--- config.mk ---
export PLATFORM = sky130hd
export DESIGN_NAME = mbe_ctrl
export DESIGN_NICKNAME = d
export VERILOG_FILES = /design/src/rtl/mbe_pkg.sv /design/src/rtl/mbe_ctrl.sv
export SDC_FILE = /design/constraint.sdc
export NUM_CORES = 1
export LEC_CHECK = 0
export BUFFER_PORTS_ARGS = -buffer_cell sky130_fd_sc_hd__buf_2
export CELL_PAD_IN_SITES_DETAIL_PLACEMENT = 1
export CELL_PAD_IN_SITES_GLOBAL_PLACEMENT = 2
export CORE_MARGIN = 4
export CORE_UTILIZATION = 27
export DETAILED_ROUTE_END_ITERATION = 16
export PLACE_DENSITY = 0.84
export RECOVER_POWER = 100
export REMOVE_ABC_BUFFERS = 1
export SLEW_MARGIN = 15
export SYNTH_ARGS = -nofsm -noshare
export SYNTH_HDL_FRONTEND = slang
export SYNTH_SLANG_ARGS = --single-unit
--- constraint.sdc ---
create_clock -name clk -period 2.8 [get_ports clk]
set_clock_uncertainty 0.2 [all_clocks]
set_input_delay 0.56 -clock clk [delete_from_list [all_inputs] [get_ports clk]]
set_output_delay 0.56 -clock clk [all_outputs]
set_load 0.01 [all_outputs]
--- src/rtl/mbe_pkg.sv ---
// mbe_pkg: shared types, constants and helpers of the escape-time block
// transaction payloads, controller/datapath command and status, saturation
// no dependencies
`timescale 1ns / 1ps
`default_nettype none

package mbe_pkg;

	localparam int FRAC_BITS  = 28;
	localparam int MAG_SHIFT  = 2 * FRAC_BITS + 2;
	localparam bit CAN_ESCAPE = (MAG_SHIFT < 64);
	localparam logic [63:0] MAG_LIMIT = CAN_ESCAPE ? (64'd1 << MAG_SHIFT) : 64'd0;

	localparam int REG_IDX_W = 2;
	localparam logic [REG_IDX_W-1:0] REG_LEFT   = 2'd0;
	localparam logic [REG_IDX_W-1:0] REG_RIGHT  = 2'd1;
	localparam logic [REG_IDX_W-1:0] REG_BOTTOM = 2'd2;
	localparam logic [REG_IDX_W-1:0] REG_TOP    = 2'd3;

	localparam logic signed [31:0] RST_LEFT   = -32'sd536870912;
	localparam logic signed [31:0] RST_RIGHT  = 32'sd268435456;
	localparam logic signed [31:0] RST_BOTTOM = -32'sd402653184;
	localparam logic signed [31:0] RST_TOP    = 32'sd402653184;

	localparam logic signed [63:0] SAT_MAX = 64'sd2147483647;
	localparam logic signed [63:0] SAT_MIN = -64'sd2147483648;

	typedef struct packed {
		logic [15:0] coord_u;
		logic [15:0] coord_v;
	} in_item_t;

	typedef struct packed {
		logic [8:0] iter_count;
		logic [8:0] shade;
		logic       inside_res;
	} out_item_t;

	typedef struct packed {
		logic capture;
		logic map_mul;
		logic map_add;
		logic iter_mul;
		logic iter_upd;
		logic load_out;
	} cmd_t;

	typedef struct packed {
		logic limit_hit;
		logic escaped;
	} status_t;

	function automatic logic signed [31:0] sat32(input logic signed [63:0] a);
		logic signed [31:0] r;
		if (a > SAT_MAX) begin
			r = 32'sh7fffffff;
		end else if (a < SAT_MIN) begin
			r = 32'sh80000000;
		end else begin
			r = a[31:0];
		end
		return r;
	endfunction

endpackage

`default_nettype wire

--- src/rtl/mbe_ctrl.sv ---
// mbe_ctrl: sequencing state machine and output valid for the escape-time block
// commands mbe_datapath through cmd_t, reads status_t; uses mbe_pkg
`timescale 1ns / 1ps
`default_nettype none

module mbe_ctrl import mbe_pkg::*; (
	input  wire logic    clk,
	input  wire logic    arst_n,
	input  wire logic    in_valid,
	output logic         in_ready,
	output logic         out_valid,
	input  wire logic    out_ready,
	input  wire status_t status,
	output cmd_t         cmd
);

	typedef enum logic [5:0] {
		S_IDLE    = 6'b000001,
		S_MAP_MUL = 6'b000010,
		S_MAP_ADD = 6'b000100,
		S_IT_MUL  = 6'b001000,
		S_IT_UPD  = 6'b010000,
		S_DONE    = 6'b100000
	} state_t;

	state_t state_q, state_d;
	logic   out_valid_q;
	logic   out_free;

	assign out_free = !out_valid_q || out_ready;

	always_comb begin
		state_d = state_q;
		cmd     = '0;
		unique case (state_q)
			S_IDLE: begin
				if (in_valid) begin
					cmd.capture = 1'b1;
					state_d     = S_MAP_MUL;
				end
			end
			S_MAP_MUL: begin
				cmd.map_mul = 1'b1;
				state_d     = S_MAP_ADD;
			end
			S_MAP_ADD: begin
				cmd.map_add = 1'b1;
				state_d     = S_IT_MUL;
			end
			S_IT_MUL: begin
				if (status.limit_hit) begin
					state_d = S_DONE;
				end else begin
					cmd.iter_mul = 1'b1;
					state_d      = S_IT_UPD;
				end
			end
			S_IT_UPD: begin
				if (status.escaped) begin
					state_d = S_DONE;
				end else begin
					cmd.iter_upd = 1'b1;
					state_d      = S_IT_MUL;
				end
			end
			S_DONE: begin
				if (out_free) begin
					cmd.load_out = 1'b1;
					state_d      = S_IDLE;
				end
			end
			default: state_d = S_IDLE;
		endcase
	end

	always_ff @(posedge clk or negedge arst_n) begin
		if (!arst_n) begin
			state_q     <= S_IDLE;
			out_valid_q <= 1'b0;
		end else begin
			state_q <= state_d;
			if (cmd.load_out) begin
				out_valid_q <= 1'b1;
			end else if (out_ready) begin
				out_valid_q <= 1'b0;
			end
		end
	end

	assign in_ready  = (state_q == S_IDLE);
	assign out_valid = out_valid_q;

endmodule

`default_nettype wire

# Word-level counts from Yosys, hierarchy flattened
# Index checks and enable logic that the tools add are counted.
dict set report word_totals {
  input_bits 6
  ff_bits 7
}
dict set report op_classes {
  n_mux 17
  reduce_logical 4
  n_eq_ne 8
}
# cell n
set op_table {}
lappend op_table {{$pmux W6 S6} 1}
lappend op_table {{$mux W6} 4}
lappend op_table {{$mux W1} 12}
lappend op_table {{$eq A6 B1 Y1 const B} 1}
lappend op_table {{$eq A6 B2 Y1 const B} 1}
lappend op_table {{$eq A6 B3 Y1 const B} 1}
lappend op_table {{$eq A6 B4 Y1 const B} 1}
lappend op_table {{$eq A6 B5 Y1 const B} 1}
lappend op_table {{$eq A6 B6 Y1 const B} 1}
lappend op_table {{$ne A2 B2 Y1 const B} 2}
lappend op_table {{$reduce_and A2 Y1} 1}
lappend op_table {{$reduce_bool A2 Y1} 1}
lappend op_table {{$logic_not A1 Y1} 1}
lappend op_table {{$logic_or A1 B1 Y1} 1}

# Longest topological paths before layout
# Gate-level depths: netlist of run 1.
dict set report depth {
  ltp_word 5
  depth_mapped 5
  ltp_nobuf 3
}

# Least setup slack after synthesis of run 1
# No wires, ideal clock.
dict set report synth_timing {
  path_type {register -> output}
  startpoint {register state_q[4]}
  endpoint {output cmd[0] in the netlist's numbering}
  required_ns 2.040
  arrival_time_ns 1.622
  slack_ns 0.418
  stages_incl_launch_ff 6
  cell_sequence {dfrtp_1 buf_6 or3_1 buf_2 or4_4 nor2b_1}
}
# item line
set synth_rtl {}
lappend synth_rtl {{start: declaration} mbe_ctrl.sv:26} ;# state_t state_q, state_d;
lappend synth_rtl {{start signal: assignment} mbe_ctrl.sv:81} ;# state_q <= state_d;
lappend synth_rtl {{end: declaration} mbe_ctrl.sv:14} ;# output cmd_t cmd

==> flow_summary.html, run 1 <==
<table>
<tr><th>Metric</th><th>Value</th></tr>
<tr><th colspan="2">Run status</th></tr>
<tr><td>Run status</td><td>complete, no violations</td></tr>
<tr><th colspan="2">Power and ir drop</th></tr>
<tr><td>Switching share of total power</td><td>between 30 and 40%</td></tr>
<tr><td>Part of the total power dissipated in combinational logic</td><td>35.9%</td></tr>
<tr><td>Leakage power</td><td>0.2230 nW</td></tr>
<tr><td>Clock share of power</td><td>22.7%</td></tr>
<tr><td>Sw Pwr</td><td>0.1645 mW</td></tr>
<tr><td>Power density over cell area</td><td>771.7 nW/um^2</td></tr>
<tr><td>Int Power</td><td>0.2526 mW</td></tr>
<tr><td>Relative contribution of sequential cells to total power</td><td>41.4%</td></tr>
<tr><td>Highest ir drop seen on vdd</td><td>310.6 uV</td></tr>
<tr><td>Total power consumption of the routed design</td><td>0.4171 mW</td></tr>
<tr><th colspan="2">GRT</th></tr>
<tr><td>Overall routing resource usage</td><td>about an eighth</td></tr>
<tr><td>Global-route wire length before repair</td><td>1890 um</td></tr>
<tr><td>GRT busiest layer</td><td>met2</td></tr>
<tr><td>Total global routing overflow</td><td>0</td></tr>
<tr><td>Global Route met3 Usage</td><td>5.535%</td></tr>
<tr><td>Number of global-route vias before repair</td><td>439</td></tr>
<tr><td>Maximum number of pins on one net before global-route repair</td><td>12</td></tr>
<tr><td>GR met2 Demand/Resource</td><td>21.35%</td></tr>
<tr><td>GR met1 Demand/Resource</td><td>12.39%</td></tr>
<tr><td>Initial antenna violation count</td><td>0</td></tr>
<tr><th colspan="2">Floorplanning</th></tr>
<tr><td>Boundary pin count</td><td>14</td></tr>
<tr><td>Die boundary height</td><td>48.22 um</td></tr>
<tr><td>Total Die Area</td><td>2325 sq um</td></tr>
<tr><td>Std-Cell Core Area</td><td>1524 sq um</td></tr>
<tr><td>Effective utilization at floorplan</td><td>approximately 29%</td></tr>
<tr><td>Die X</td><td>48.22 um</td></tr>
<tr><td>Number of core rows</td><td>14</td></tr>
<tr><th colspan="2">Synthesis</th></tr>
<tr><td>Number of warnings printed during yosys synthesis</td><td>0</td></tr>
<tr><td>Average size of a mapped cell</td><td>9.704 sq um</td></tr>
<tr><td>Seq/Total Area, Yosys</td><td>40.40%</td></tr>
<tr><td>Yosys top cell by area</td><td>sky130_fd_sc_hd__dfrtp_1</td></tr>
<tr><td>Number of standard cells after synthesis</td><td>45</td></tr>
<tr><td>Main area contributors after synthesis</td><td>sky130_fd_sc_hd__dfrtp_1 34%, sky130_fd_sc_hd__nor4b_1 10%, sky130_fd_sc_hd__dfstp_2 6.0%</td></tr>
<tr><td>Flip-flop and latch count after synthesis</td><td>7</td></tr>
<tr><td>Number of library cell types mapped by synthesis</td><td>27</td></tr>
<tr><td>Synth Cell Area</td><td>about 440 sq um</td></tr>
<tr><td>Fraction of synthesized cell area taken by the top area cell type</td><td>34.38%</td></tr>
<tr><th colspan="2">STA</th></tr>
<tr><td>Endpoints failing hold</td><td>0</td></tr>
<tr><td>Post-layout minimum cycle time</td><td>2723 ps</td></tr>
<tr><td>Worst hold slack</td><td>292.2 ps</td></tr>
<tr><td>Worst slew slack as a fraction of its limit</td><td>72.25%</td></tr>
<tr><td>Slew @ Worst Pin</td><td>416.3 ps</td></tr>
<tr><td>Crit share post-route</td><td>97.26%</td></tr>
<tr><td>Maximum clock rate</td><td>367.2 MHz</td></tr>
<tr><td>Pins over their slew limit</td><td>0</td></tr>
<tr><td>Setup repair after global routing missed its margin</td><td>yes</td></tr>
<tr><td>Setup violation total in the final timing report</td><td>0</td></tr>
<tr><th colspan="2">Drt</th></tr>
<tr><td>Mean routed wirelength per cell</td><td>between 10 and 15 um</td></tr>
<tr><td>First-pass iteration count of the detailed router</td><td>2</td></tr>
<tr><td>Antenna violation net count after detailed routing</td><td>0</td></tr>
<tr><td>Starting DRC count in detailed routing</td><td>1</td></tr>
<tr><td>DR vias/cell</td><td>between 5 and 6</td></tr>
<tr><td>Via Count</td><td>about 410</td></tr>
<tr><td>Residual DRC</td><td>0</td></tr>
<tr><td>Final wirelength</td><td>1148 um</td></tr>
<tr><th colspan="2">Setup path</th></tr>
<tr><td>CP Data Required Time</td><td>2040 ps</td></tr>
<tr><td>Kind of critical path</td><td>reg2out</td></tr>
<tr><td>CP Launch Type</td><td>flop</td></tr>
<tr><td>CP Data Arrival Time</td><td>approximately 2000 ps</td></tr>
<tr><td>CP Capture Type</td><td>primary output</td></tr>
<tr><td>Top fanout value on the critical path</td><td>9</td></tr>
<tr><th colspan="2">Placement</th></tr>
<tr><td>Count of input and output buffers</td><td>13</td></tr>
<tr><td>DP HPWL</td><td>just under 800 um</td></tr>
<tr><td>Final weighted congestion of routability-driven global placement</td><td>0.7046</td></tr>
<tr><td>Placed Instance Area</td><td>513.0 sq um</td></tr>
<tr><td>Number of cells after detailed placement</td><td>72</td></tr>
<tr><th colspan="2">Final layout</th></tr>
<tr><td>Filler cell count in the final layout</td><td>about 190</td></tr>
<tr><td>Antenna Diode Count</td><td>0</td></tr>
<tr><td>Cell area after layout</td><td>540.5 sq um</td></tr>
<tr><td>Fraction of the core area covered by cells at the end of the flow</td><td>around 35%</td></tr>
<tr><td>Final-stage net count</td><td>68</td></tr>
<tr><td>Ratio of cells with drive above 1 in the final layout</td><td>24.59%</td></tr>
<tr><td>Most frequent cells in the layout</td><td>8 x sky130_fd_sc_hd__clkbuf_1, 6 x sky130_fd_sc_hd__buf_2, 6 x sky130_fd_sc_hd__dfrtp_1</td></tr>
<tr><td>Reg area</td><td>176.4 sq um</td></tr>
<tr><td>Count of non-filler cells in the finished layout</td><td>77</td></tr>
<tr><td>P&amp;R area growth vs syn</td><td>23.78%</td></tr>
<tr><td>Area of the multi-input gates</td><td>232.7 sq um</td></tr>
<tr><td>Most frequent standard cell in the layout excluding fill and tap cells</td><td>sky130_fd_sc_hd__clkbuf_1</td></tr>
<tr><th colspan="2">CTS</th></tr>
<tr><td>Clock latency reported for the late side of the worst-skew pair</td><td>260 ps</td></tr>
<tr><td>Clock root buffer</td><td>sky130_fd_sc_hd__clkbuf_4</td></tr>
<tr><td>Total setup buffers inserted after CTS</td><td>0</td></tr>
<tr><td>CTS clock-pin slew for the worst setup and hold paths</td><td>50 ps</td></tr>
<tr><td>Clock buffer count from CTS</td><td>3</td></tr>
<tr><td>CTS tree</td><td>yes</td></tr>
<tr><td>Depth of the CTS H-tree</td><td>1</td></tr>
<tr><td>Total clock sinks</td><td>7</td></tr>
<tr><td>Maximum count of clock buffers along a single path</td><td>2</td></tr>
<tr><td>Post_cts resized</td><td>0</td></tr>
<tr><th colspan="2">Worst hold path</th></tr>
<tr><td>Class of the worst hold path</td><td>in2reg</td></tr>
<tr><th colspan="2">Flow run</th></tr>
<tr><td>Max-cap violation count</td><td>0</td></tr>
</table>
sequential cells by signal (all words and copies together) (netlist names):
register,count
out_valid,1
state_q,6
final timing paths:
check | startpoint | to | slack (ps) | depth (start not counted)
max | state_q[3] | cmd[0] | 80 | 4
min | status[1] | state_q[4] | 290 | 2
max reg2reg | state_q[3] | state_q[5] | 910 | 3
min reg2reg | out_valid | out_valid | 380 | 2
max in group asynchronous | arst_n | state_q[0] | 1530 | 2
min in group asynchronous | arst_n | state_q[4] | 540 | 2
layer usage:
layer / up-vias / part of all wire, % / wire [um]
li1: 202 / - / -
met1: 190 / 42 / 484
met2: 14 / 49 / 566
met3: 2 / 6.7 / 77
met4: 0 / 1.7 / 19
met5: - / 0 / 0
cells by family after synthesis:
kind of cell | Yosys count | share of synthesized area [%]
simple gates | 26 | 39.83
flops | 7 | 40.40
compound gates | 6 | 11.18
buf+inv | 5 | 6.302
mux | 1 | 2.292
per-stage QoR:
| stage | setup TNS [ps] | setup slack, ps |
|---|---|---|
| CTS | 0 | 88.77 |
| global route | -3.940 | -3.940 |
| detailed placement | 0 | 383.4 |
| floorplan | 0 | 454.2 |
| global placement | 0 | 418.4 |
| finish | 0 | 76.84 |
power groups by stage:
stage	Sequential, mW	Combinational (mW)	Clock, mW
6_report	0.173	0.150	0.0945
5_1_grt	0.180	0.168	0.107
4_1_cts	0.173	0.158	0.0986
3_5_place_dp	0.173	0.155	0
3_3_place_gp	0.172	0.153	0
2_1_floorplan	0.161	0.110	0
worst max-delay path, stage by stage, from the launching register on:
cell,delay [ps]
sky130_fd_sc_hd__dfrtp_1,450
sky130_fd_sc_hd__or3_1,520
sky130_fd_sc_hd__or4_4,480
sky130_fd_sc_hd__nor2b_1,120
sky130_fd_sc_hd__buf_2,140
timing repair:
action	4_1_cts	5_1_grt
setup endpoints to repair	0	1
hold endpoints to repair	6	0
hold buffers	1	0
cells in the mapped netlist:
library cell / number
sky130_fd_sc_hd__a211oi_1: 1
sky130_fd_sc_hd__and2_1: 2
sky130_fd_sc_hd__and3_1: 1
sky130_fd_sc_hd__buf_2: 1
sky130_fd_sc_hd__buf_6: 1
sky130_fd_sc_hd__clkbuf_1: 2
sky130_fd_sc_hd__dfrtp_1: 6
sky130_fd_sc_hd__dfstp_2: 1
sky130_fd_sc_hd__inv_1: 1
sky130_fd_sc_hd__mux2i_1: 1
sky130_fd_sc_hd__nand2_1: 4
sky130_fd_sc_hd__nand2b_1: 1
sky130_fd_sc_hd__nand3b_1: 1
sky130_fd_sc_hd__nor2_1: 3
sky130_fd_sc_hd__nor2b_1: 1
sky130_fd_sc_hd__nor3_1: 1
sky130_fd_sc_hd__nor4_1: 2
sky130_fd_sc_hd__nor4b_1: 5
sky130_fd_sc_hd__nor4b_2: 1
sky130_fd_sc_hd__o21a_1: 1
sky130_fd_sc_hd__o21ai_0: 1
sky130_fd_sc_hd__o22ai_2: 1
sky130_fd_sc_hd__o31ai_1: 1
sky130_fd_sc_hd__o41ai_1: 1
sky130_fd_sc_hd__or3_1: 1
sky130_fd_sc_hd__or4_1: 2
sky130_fd_sc_hd__or4_4: 1
layout make-up:
| class | count | share of cell area, % |
|---|---|---|
| inverters | 1 | 0.6944 |
| multi-input cells | 33 | 43.06 |
| flip-flops and latches | 7 | 32.64 |
| well taps | 16 | 3.704 |
| repair buffers | 16 | 15.05 |
| clock buffers | 4 | 4.861 |
(Power assumes the default switching activity.)
==> run 2: changes to the inputs <==
--- a/config.mk
+++ b/config.mk
@@ -12,7 +12,7 @@
 export CORE_UTILIZATION = 27
 export DETAILED_ROUTE_END_ITERATION = 16
 export PLACE_DENSITY = 0.84
-export RECOVER_POWER = 100
+export RECOVER_POWER = 50
 export REMOVE_ABC_BUFFERS = 1
 export SLEW_MARGIN = 15
 export SYNTH_ARGS = -nofsm -noshare
==> run 2 against run 1 <==
Against the previous run: total power up 1.2%; cell count is the same; via count is 0.25% lower; first-iteration DRC count unchanged; register-to-register slack barely moved; critical path depth is the same; highest routed layer unchanged.
==> flow_summary.html, run 2 (synthesis results as in run 1) <==
<table>
<tr><th>Metric</th><th>Value</th></tr>
<tr><th colspan="2">Power and ir drop</th></tr>
<tr><td>Power density over cell area</td><td>about 770 nW/um^2</td></tr>
<tr><td>Clock share of power</td><td>22.4%</td></tr>
<tr><td>Part of the total power dissipated in combinational logic</td><td>36.7%</td></tr>
<tr><td>Highest ir drop seen on vdd</td><td>313.5 uV</td></tr>
<tr><td>Total power consumption of the routed design</td><td>about 0.42 mW</td></tr>
<tr><td>Int Power</td><td>0.2587 mW</td></tr>
<tr><td>Leakage power</td><td>0.2426 nW</td></tr>
<tr><td>Sw Pwr</td><td>0.1636 mW</td></tr>
<tr><td>Switching share of total power</td><td>around two fifths</td></tr>
<tr><td>Relative contribution of sequential cells to total power</td><td>between 40% and 50%</td></tr>
<tr><th colspan="2">Drt</th></tr>
<tr><td>First-pass iteration count of the detailed router</td><td>2</td></tr>
<tr><td>Final wirelength</td><td>1143 um</td></tr>
<tr><td>Residual DRC</td><td>0</td></tr>
<tr><td>Starting DRC count in detailed routing</td><td>1</td></tr>
<tr><td>Mean routed wirelength per cell</td><td>14.84 um</td></tr>
<tr><td>Via Count</td><td>407</td></tr>
<tr><td>DR vias/cell</td><td>~5.3</td></tr>
<tr><td>Antenna violation net count after detailed routing</td><td>0</td></tr>
<tr><th colspan="2">Final layout</th></tr>
<tr><td>Most flops, register</td><td>state_q</td></tr>
<tr><td>Cell area after layout</td><td>546.8 sq um</td></tr>
<tr><td>Filler cell count in the final layout</td><td>190</td></tr>
<tr><td>Ratio of cells with drive above 1 in the final layout</td><td>32.79%</td></tr>
<tr><td>Number of flip-flops in the largest register</td><td>6</td></tr>
<tr><td>Antenna Diode Count</td><td>0</td></tr>
<tr><td>Most frequent standard cell in the layout excluding fill and tap cells</td><td>sky130_fd_sc_hd__buf_2</td></tr>
<tr><td>P&amp;R area growth vs syn</td><td>25.21%</td></tr>
<tr><td>Final-stage net count</td><td>68</td></tr>
<tr><td>Most frequent cells in the layout</td><td>11 x sky130_fd_sc_hd__buf_2, 6 x sky130_fd_sc_hd__dfrtp_1, 5 x sky130_fd_sc_hd__nor4b_1</td></tr>
<tr><th colspan="2">STA</th></tr>
<tr><td>Maximum clock rate</td><td>367.1 MHz</td></tr>
<tr><td>Post-layout minimum cycle time</td><td>2724 ps</td></tr>
<tr><td>Crit share post-route</td><td>97.28%</td></tr>
<tr><td>Worst slew slack as a fraction of its limit</td><td>72.19%</td></tr>
<tr><td>Pins over their slew limit</td><td>0</td></tr>
<tr><td>Slew @ Worst Pin</td><td>417.2 ps</td></tr>
<tr><td>Setup violation total in the final timing report</td><td>0</td></tr>
<tr><td>Endpoints failing hold</td><td>0</td></tr>
<tr><td>Setup repair after global routing missed its margin</td><td>yes</td></tr>
<tr><th colspan="2">Setup path</th></tr>
<tr><td>Worst R2R Start</td><td>state_q[3]</td></tr>
<tr><td>CP Capture Type</td><td>primary output</td></tr>
<tr><td>CP Data Arrival Time</td><td>approximately 2000 ps</td></tr>
<tr><td>CP Buf/Inv Count</td><td>1</td></tr>
<tr><td>CP Data Required Time</td><td>2040 ps</td></tr>
<tr><td>Sequence of cells on the critical path</td><td>or3_1 &gt; or4_4 &gt; nor2b_1 &gt; buf_2</td></tr>
<tr><td>Top fanout value on the critical path</td><td>9</td></tr>
<tr><td>Worst Setup SP</td><td>state_q[3]</td></tr>
<tr><td>Slowest library cell on the worst path</td><td>sky130_fd_sc_hd__or3_1</td></tr>
<tr><td>CP Launch Type</td><td>flop</td></tr>
<tr><td>Kind of critical path</td><td>reg2out</td></tr>
<tr><td>Delay of the slowest cell on the worst path</td><td>520 ps</td></tr>
<tr><td>Flop-to-flop setup slack</td><td>900 ps</td></tr>
<tr><td>Family of cells with the greatest summed delay on the critical path</td><td>simple AND/OR/NAND/NOR gates</td></tr>
<tr><th colspan="2">Run status</th></tr>
<tr><td>Run status</td><td>complete, no violations</td></tr>
<tr><th colspan="2">Worst hold path</th></tr>
<tr><td>Startpoint of the tightest hold check path</td><td>status[1]</td></tr>
<tr><td>Class of the worst hold path</td><td>in2reg</td></tr>
<tr><th colspan="2">Floorplanning</th></tr>
<tr><td>Die X</td><td>between 40 and 50 um</td></tr>
<tr><td>Total Die Area</td><td>2325 sq um</td></tr>
<tr><td>Std-Cell Core Area</td><td>1524 sq um</td></tr>
<tr><td>Number of core rows</td><td>14</td></tr>
<tr><td>Effective utilization at floorplan</td><td>28.65%</td></tr>
<tr><td>Boundary pin count</td><td>14</td></tr>
<tr><td>Die boundary height</td><td>between 40 and 50 um</td></tr>
<tr><th colspan="2">GRT</th></tr>
<tr><td>Overall routing resource usage</td><td>12.60%</td></tr>
<tr><td>Number of global-route vias before repair</td><td>439</td></tr>
<tr><td>Maximum number of pins on one net before global-route repair</td><td>12</td></tr>
<tr><td>Total global routing overflow</td><td>0</td></tr>
<tr><td>Initial antenna violation count</td><td>0</td></tr>
<tr><td>Global-route wire length before repair</td><td>1890 um</td></tr>
<tr><th colspan="2">CTS</th></tr>
<tr><td>Clock root buffer</td><td>sky130_fd_sc_hd__clkbuf_4</td></tr>
<tr><td>Post_cts resized</td><td>0</td></tr>
<tr><td>CTS clock-pin slew for the worst setup and hold paths</td><td>50 ps</td></tr>
<tr><td>Clock buffer count from CTS</td><td>3</td></tr>
<tr><td>Total setup buffers inserted after CTS</td><td>0</td></tr>
<tr><td>Clock latency reported for the late side of the worst-skew pair</td><td>260 ps</td></tr>
<tr><td>Depth of the CTS H-tree</td><td>1</td></tr>
<tr><td>CTS tree</td><td>yes</td></tr>
<tr><td>Maximum count of clock buffers along a single path</td><td>2</td></tr>
<tr><td>Total clock sinks</td><td>7</td></tr>
<tr><th colspan="2">Placement</th></tr>
<tr><td>Placed Instance Area</td><td>513.0 sq um</td></tr>
<tr><td>DP HPWL</td><td>778.7 um</td></tr>
<tr><td>Final weighted congestion of routability-driven global placement</td><td>0.7046</td></tr>
<tr><td>Count of input and output buffers</td><td>13</td></tr>
<tr><th colspan="2">Flow run</th></tr>
<tr><td>Max-cap violation count</td><td>0</td></tr>
</table>
run 2: changes by cell type in the layout (fill, tap and decap cells not counted), sizes merged:
cell and change:
buf +5, clkbuf -5
run 2: repair_timing:
| item | CTS | global route |
|---|---|---|
| endpoints found under the setup margin | 0 | 1 |
| endpoints found under the hold margin | 6 | 0 |
| hold buffers | 1 | 0 |
run 2: per-layer routing:
layer  routed length, um  GRT usage [%]
met3                  83          5.535
met5                   0              0
met4                  19          8.065
met1                 473          12.39
met2                 566          21.35
run 2: final timing paths:
| check | endpoint | cells past startpoint |
|---|---|---|
| setup / recovery | cmd[0] | 4 |
| hold reg to reg | out_valid | 2 |
| min in group asynchronous | state_q[4] | 2 |
| hold / removal | state_q[4] | 2 |
| setup reg to reg | state_q[5] | 3 |
| max in group asynchronous | state_q[0] | 2 |
run 2: power groups by stage:
stage | combinational, mW | clock (mW) | sequential (mW)
2_1_floorplan | 0.110 | 0 | 0.161
3_3_place_gp | 0.153 | 0 | 0.172
3_5_place_dp | 0.155 | 0 | 0.173
4_1_cts | 0.158 | 0.0986 | 0.173
5_1_grt | 0.174 | 0.107 | 0.180
6_report | 0.155 | 0.0945 | 0.173
run 2: area by class of cell:
class / count / area, sq um / area share [%]
timing repair buffer: 16 / 87.58 / 16.02
sequential: 7 / 176.4 / 32.27
tap: 16 / 20.02 / 3.661
multi-input combinational: 33 / 232.7 / 42.56
clock buffer: 4 / 26.28 / 4.805
inverter: 1 / 3.754 / 0.6865
run 2: stage by stage:
stage	utilization, %	hold slack, ps	setup slack, ps	instances	setup TNS (ps)
after floorplan	-	64.41	454.2	41	0
after global placement	33.66	206.5	418.4	72	0
after CTS	36.04	288.1	88.77	77	0
final	35.88	292.4	76.18	77	0
after global routing	35.88	293.2	-3.940	77	-3.940
after detailed placement	33.66	206.3	383.4	72	0
==> run 3: changes to the inputs <==
--- a/config.mk
+++ b/config.mk
@@ -5,11 +5,12 @@
 export SDC_FILE = /design/constraint.sdc
 export NUM_CORES = 1
 export LEC_CHECK = 0
+export ABC_AREA = 1
 export BUFFER_PORTS_ARGS = -buffer_cell sky130_fd_sc_hd__buf_2
 export CELL_PAD_IN_SITES_DETAIL_PLACEMENT = 1
 export CELL_PAD_IN_SITES_GLOBAL_PLACEMENT = 2
 export CORE_MARGIN = 4
-export CORE_UTILIZATION = 27
+export CORE_UTILIZATION = 25
 export DETAILED_ROUTE_END_ITERATION = 16
 export PLACE_DENSITY = 0.84
 export RECOVER_POWER = 50
==> run 3 against run 2 <==
Against the previous run: sequential power decreased by 13%; largest cell class unchanged; setup slack improved by 330 ps; hold slack improved by 14 ps; design area decreased by 5.0%.
==> flow_summary.html, run 3 <==
<table>
<tr><th>Metric</th><th>Value</th></tr>
<tr><th colspan="2">Placement</th></tr>
<tr><td>Number of cells after detailed placement</td><td>82</td></tr>
<tr><td>Count of input and output buffers</td><td>13</td></tr>
<tr><td>Pre-CTS WS</td><td>approximately 840 ps</td></tr>
<tr><td>Final weighted congestion of routability-driven global placement</td><td>between 0.7 and 0.8</td></tr>
<tr><td>DP HPWL</td><td>815.7 um</td></tr>
<tr><td>Placed Instance Area</td><td>504.2 sq um</td></tr>
<tr><th colspan="2">Setup path</th></tr>
<tr><td>CP Data Required Time</td><td>between 2000 and 2500 ps</td></tr>
<tr><td>CP Data Arrival Time</td><td>around 1600 ps</td></tr>
<tr><td>Sequence of cells on the critical path</td><td>nor2_1 &gt; nand3_1 &gt; nor2_2 &gt; nor3_1 &gt; buf_2</td></tr>
<tr><td>CP Buf/Inv Count</td><td>1</td></tr>
<tr><td>Delay of the slowest cell on the worst path</td><td>400 ps</td></tr>
<tr><td>Top fanout value on the critical path</td><td>6</td></tr>
<tr><td>CP Capture Type</td><td>primary output</td></tr>
<tr><td>Family of cells with the greatest summed delay on the critical path</td><td>simple AND/OR/NAND/NOR gates</td></tr>
<tr><td>Kind of critical path</td><td>reg2out</td></tr>
<tr><td>CP Launch Type</td><td>flop</td></tr>
<tr><td>Slowest library cell on the worst path</td><td>sky130_fd_sc_hd__dfrtp_1</td></tr>
<tr><th colspan="2">Final layout</th></tr>
<tr><td>Filler cell count in the final layout</td><td>between 200 and 250</td></tr>
<tr><td>Reg area</td><td>176.4 sq um</td></tr>
<tr><td>Most frequent cells in the layout</td><td>12 x sky130_fd_sc_hd__nor2_1, 12 x sky130_fd_sc_hd__buf_2, 8 x sky130_fd_sc_hd__inv_1</td></tr>
<tr><td>P&amp;R area growth vs syn</td><td>23.88%</td></tr>
<tr><td>Count of non-filler cells in the finished layout</td><td>87</td></tr>
<tr><td>Final-stage net count</td><td>78</td></tr>
<tr><td>Most flops, register</td><td>state_q</td></tr>
<tr><td>Antenna Diode Count</td><td>0</td></tr>
<tr><td>Area of the multi-input gates</td><td>188.9 sq um</td></tr>
<tr><td>Ratio of cells with drive above 1 in the final layout</td><td>around 32%</td></tr>
<tr><td>Number of flip-flops in the largest register</td><td>6</td></tr>
<tr><td>Cell area after layout</td><td>around 520 sq um</td></tr>
<tr><th colspan="2">Floorplanning</th></tr>
<tr><td>Number of core rows</td><td>14</td></tr>
<tr><td>Die X</td><td>48.95 um</td></tr>
<tr><td>Total Die Area</td><td>2396 sq um</td></tr>
<tr><td>Die boundary height</td><td>48.95 um</td></tr>
<tr><td>Effective utilization at floorplan</td><td>27.19%</td></tr>
<tr><td>Boundary pin count</td><td>14</td></tr>
<tr><td>Std-Cell Core Area</td><td>1541 sq um</td></tr>
<tr><th colspan="2">GRT</th></tr>
<tr><td>Initial antenna violation count</td><td>0</td></tr>
<tr><td>Number of global-route vias before repair</td><td>roughly 430</td></tr>
<tr><td>Total global routing overflow</td><td>0</td></tr>
<tr><td>Global-route wire length before repair</td><td>roughly 1700 um</td></tr>
<tr><td>Maximum number of pins on one net before global-route repair</td><td>8</td></tr>
<tr><td>Overall routing resource usage</td><td>9.314%</td></tr>
<tr><th colspan="2">STA</th></tr>
<tr><td>Setup repair after global routing missed its margin</td><td>no</td></tr>
<tr><td>Crit share post-route</td><td>85.64%</td></tr>
<tr><td>Pins over their slew limit</td><td>0</td></tr>
<tr><td>Slew @ Worst Pin</td><td>roughly 420 ps</td></tr>
<tr><td>Setup violation total in the final timing report</td><td>0</td></tr>
<tr><td>Maximum clock rate</td><td>417.0 MHz</td></tr>
<tr><td>Min setup slack post-route</td><td>402.1 ps</td></tr>
<tr><td>Endpoints failing hold</td><td>0</td></tr>
<tr><td>Sum of negative setup slack</td><td>0 ps</td></tr>
<tr><td>Post-layout minimum cycle time</td><td>2398 ps</td></tr>
<tr><td>Worst slew slack as a fraction of its limit</td><td>slightly above 70%</td></tr>
<tr><th colspan="2">Synthesis</th></tr>
<tr><td>Average size of a mapped cell</td><td>approximately 7.9 sq um</td></tr>
<tr><td>Number of library cell types mapped by synthesis</td><td>15</td></tr>
<tr><td>Fraction of synthesized cell area taken by the top area cell type</td><td>35.82%</td></tr>
<tr><td>Synth Cell Area</td><td>419.2 sq um</td></tr>
<tr><td>Number of warnings printed during yosys synthesis</td><td>0</td></tr>
<tr><td>Seq/Total Area, Yosys</td><td>42.09%</td></tr>
<tr><td>Flip-flop and latch count after synthesis</td><td>7</td></tr>
<tr><td>Post-synth EDFFs</td><td>0</td></tr>
<tr><td>Most frequent cells after synthesis</td><td>10 x sky130_fd_sc_hd__nor2_1, 8 x sky130_fd_sc_hd__inv_1, 6 x sky130_fd_sc_hd__dfrtp_1, 6 x sky130_fd_sc_hd__nand2_1</td></tr>
<tr><td>Main area contributors after synthesis</td><td>sky130_fd_sc_hd__dfrtp_1 36%, sky130_fd_sc_hd__nor2_4 11%, sky130_fd_sc_hd__nor2_1 9.0%</td></tr>
<tr><td>Most numerous cell in the Yosys netlist</td><td>sky130_fd_sc_hd__nor2_1</td></tr>
<tr><td>Number of standard cells after synthesis</td><td>53</td></tr>
<tr><td>Yosys top cell by area</td><td>sky130_fd_sc_hd__dfrtp_1</td></tr>
<tr><td>Ys async rst share</td><td>100.0%</td></tr>
<tr><td>Flip-flop cell with the highest count after synthesis</td><td>sky130_fd_sc_hd__dfrtp_1</td></tr>
<tr><th colspan="2">CTS</th></tr>
<tr><td>Post_cts resized</td><td>0</td></tr>
<tr><td>Clock buffer count from CTS</td><td>3</td></tr>
<tr><td>Depth of the CTS H-tree</td><td>1</td></tr>
<tr><td>CTS tree</td><td>yes</td></tr>
<tr><td>Maximum count of clock buffers along a single path</td><td>2</td></tr>
<tr><td>CTS clock-pin slew for the worst setup and hold paths</td><td>roughly 50 ps</td></tr>
<tr><td>Clock latency reported for the late side of the worst-skew pair</td><td>~260 ps</td></tr>
<tr><td>Total clock sinks</td><td>7</td></tr>
<tr><td>Total setup buffers inserted after CTS</td><td>0</td></tr>
<tr><td>Clock root buffer</td><td>sky130_fd_sc_hd__clkbuf_4</td></tr>
<tr><th colspan="2">Worst hold path</th></tr>
<tr><td>Class of the worst hold path</td><td>in2reg</td></tr>
<tr><th colspan="2">Drt</th></tr>
<tr><td>Antenna violation net count after detailed routing</td><td>0</td></tr>
<tr><td>Final wirelength</td><td>roughly 1000 um</td></tr>
<tr><td>Mean routed wirelength per cell</td><td>~11 um</td></tr>
<tr><td>DR vias/cell</td><td>4.563</td></tr>
<tr><td>Via Count</td><td>397</td></tr>
<tr><td>Starting DRC count in detailed routing</td><td>0</td></tr>
<tr><td>Residual DRC</td><td>0</td></tr>
<tr><td>First-pass iteration count of the detailed router</td><td>1</td></tr>
<tr><th colspan="2">Run status</th></tr>
<tr><td>Run status</td><td>complete, no violations</td></tr>
<tr><th colspan="2">Power and ir drop</th></tr>
<tr><td>Power density over cell area</td><td>a little under 900 nW/um^2</td></tr>
<tr><td>Leakage power</td><td>~0.29 nW</td></tr>
<tr><td>Highest ir drop seen on vdd</td><td>481.0 uV</td></tr>
<tr><th colspan="2">Flow run</th></tr>
<tr><td>Max-cap violation count</td><td>0</td></tr>
</table>
## run 3: routing by layer
| metal | up-vias | part of all wire [%] | wire [um] | track usage, % |
|---|---|---|---|---|
| li1 | 205 | - | - | - |
| met5 | - | 0 | 0 | 0 |
| met3 | 3 | 6.2 | 60 | 2.446 |
| met2 | 16 | 41 | 398 | 14.13 |
| met1 | 173 | 50 | 487 | 11.73 |
| met4 | 0 | 3.0 | 29 | 5.381 |
## run 3: final timing paths
| path | start | to | slack [ps] | cells past startpoint |
|---|---|---|---|---|
| worst min-delay path | status[1] | state_q[4] | 310 | 2 |
| max in group asynchronous | arst_n | state_q[0] | 1540 | 2 |
| worst max register to register | state_q[1] | state_q[0] | 1200 | 6 |
| min in group asynchronous | arst_n | state_q[2] | 540 | 2 |
| worst min register to register | out_valid | out_valid | 400 | 2 |
| worst max-delay path | state_q[1] | cmd[5] | 400 | 5 |
## run 3: kinds of logic after synthesis
| logic type | Yosys count | synth area share, % |
|---|---|---|
| and+or+nand+nor | 33 | 44.48 |
| buffers and inverters | 9 | 8.059 |
| DFF | 7 | 42.09 |
| AOI/OAI and AO/OA | 4 | 5.373 |
## run 3: timing repair
action                                  CTS  global route
hold endpoints to repair                  6             0
hold buffers                              1             0
endpoints found under the setup margin    0             0
## run 3: report_power, final
| group | internal (mW) | leakage, nW | switching [mW] |
|---|---|---|---|
| Combinational | 0.0742 | 0.183 | 0.136 |
| Clock | 0.0545 | 0.0150 | 0.0394 |
| Sequential | 0.131 | 0.0925 | 0.0188 |
## run 3: area by class of cell
| cell class | count | share of cell area [%] |
|---|---|---|
| inverter | 9 | 6.506 |
| clock buffer | 4 | 5.060 |
| multi-input combinational | 37 | 36.39 |
| tap | 16 | 3.855 |
| timing repair buffer | 14 | 14.22 |
| sequential | 7 | 33.98 |
## run 3: stage by stage
step,hold WS (ps),utilization [%],power [mW]
6_report,306.3,33.69,0.4538
5_1_grt,316.4,33.69,0.5012
4_1_cts,306.5,35.06,0.4849
3_5_place_dp,206.4,32.71,0.3870
3_3_place_gp,205.4,32.71,0.3783
2_1_floorplan,64.41,-,0.3191
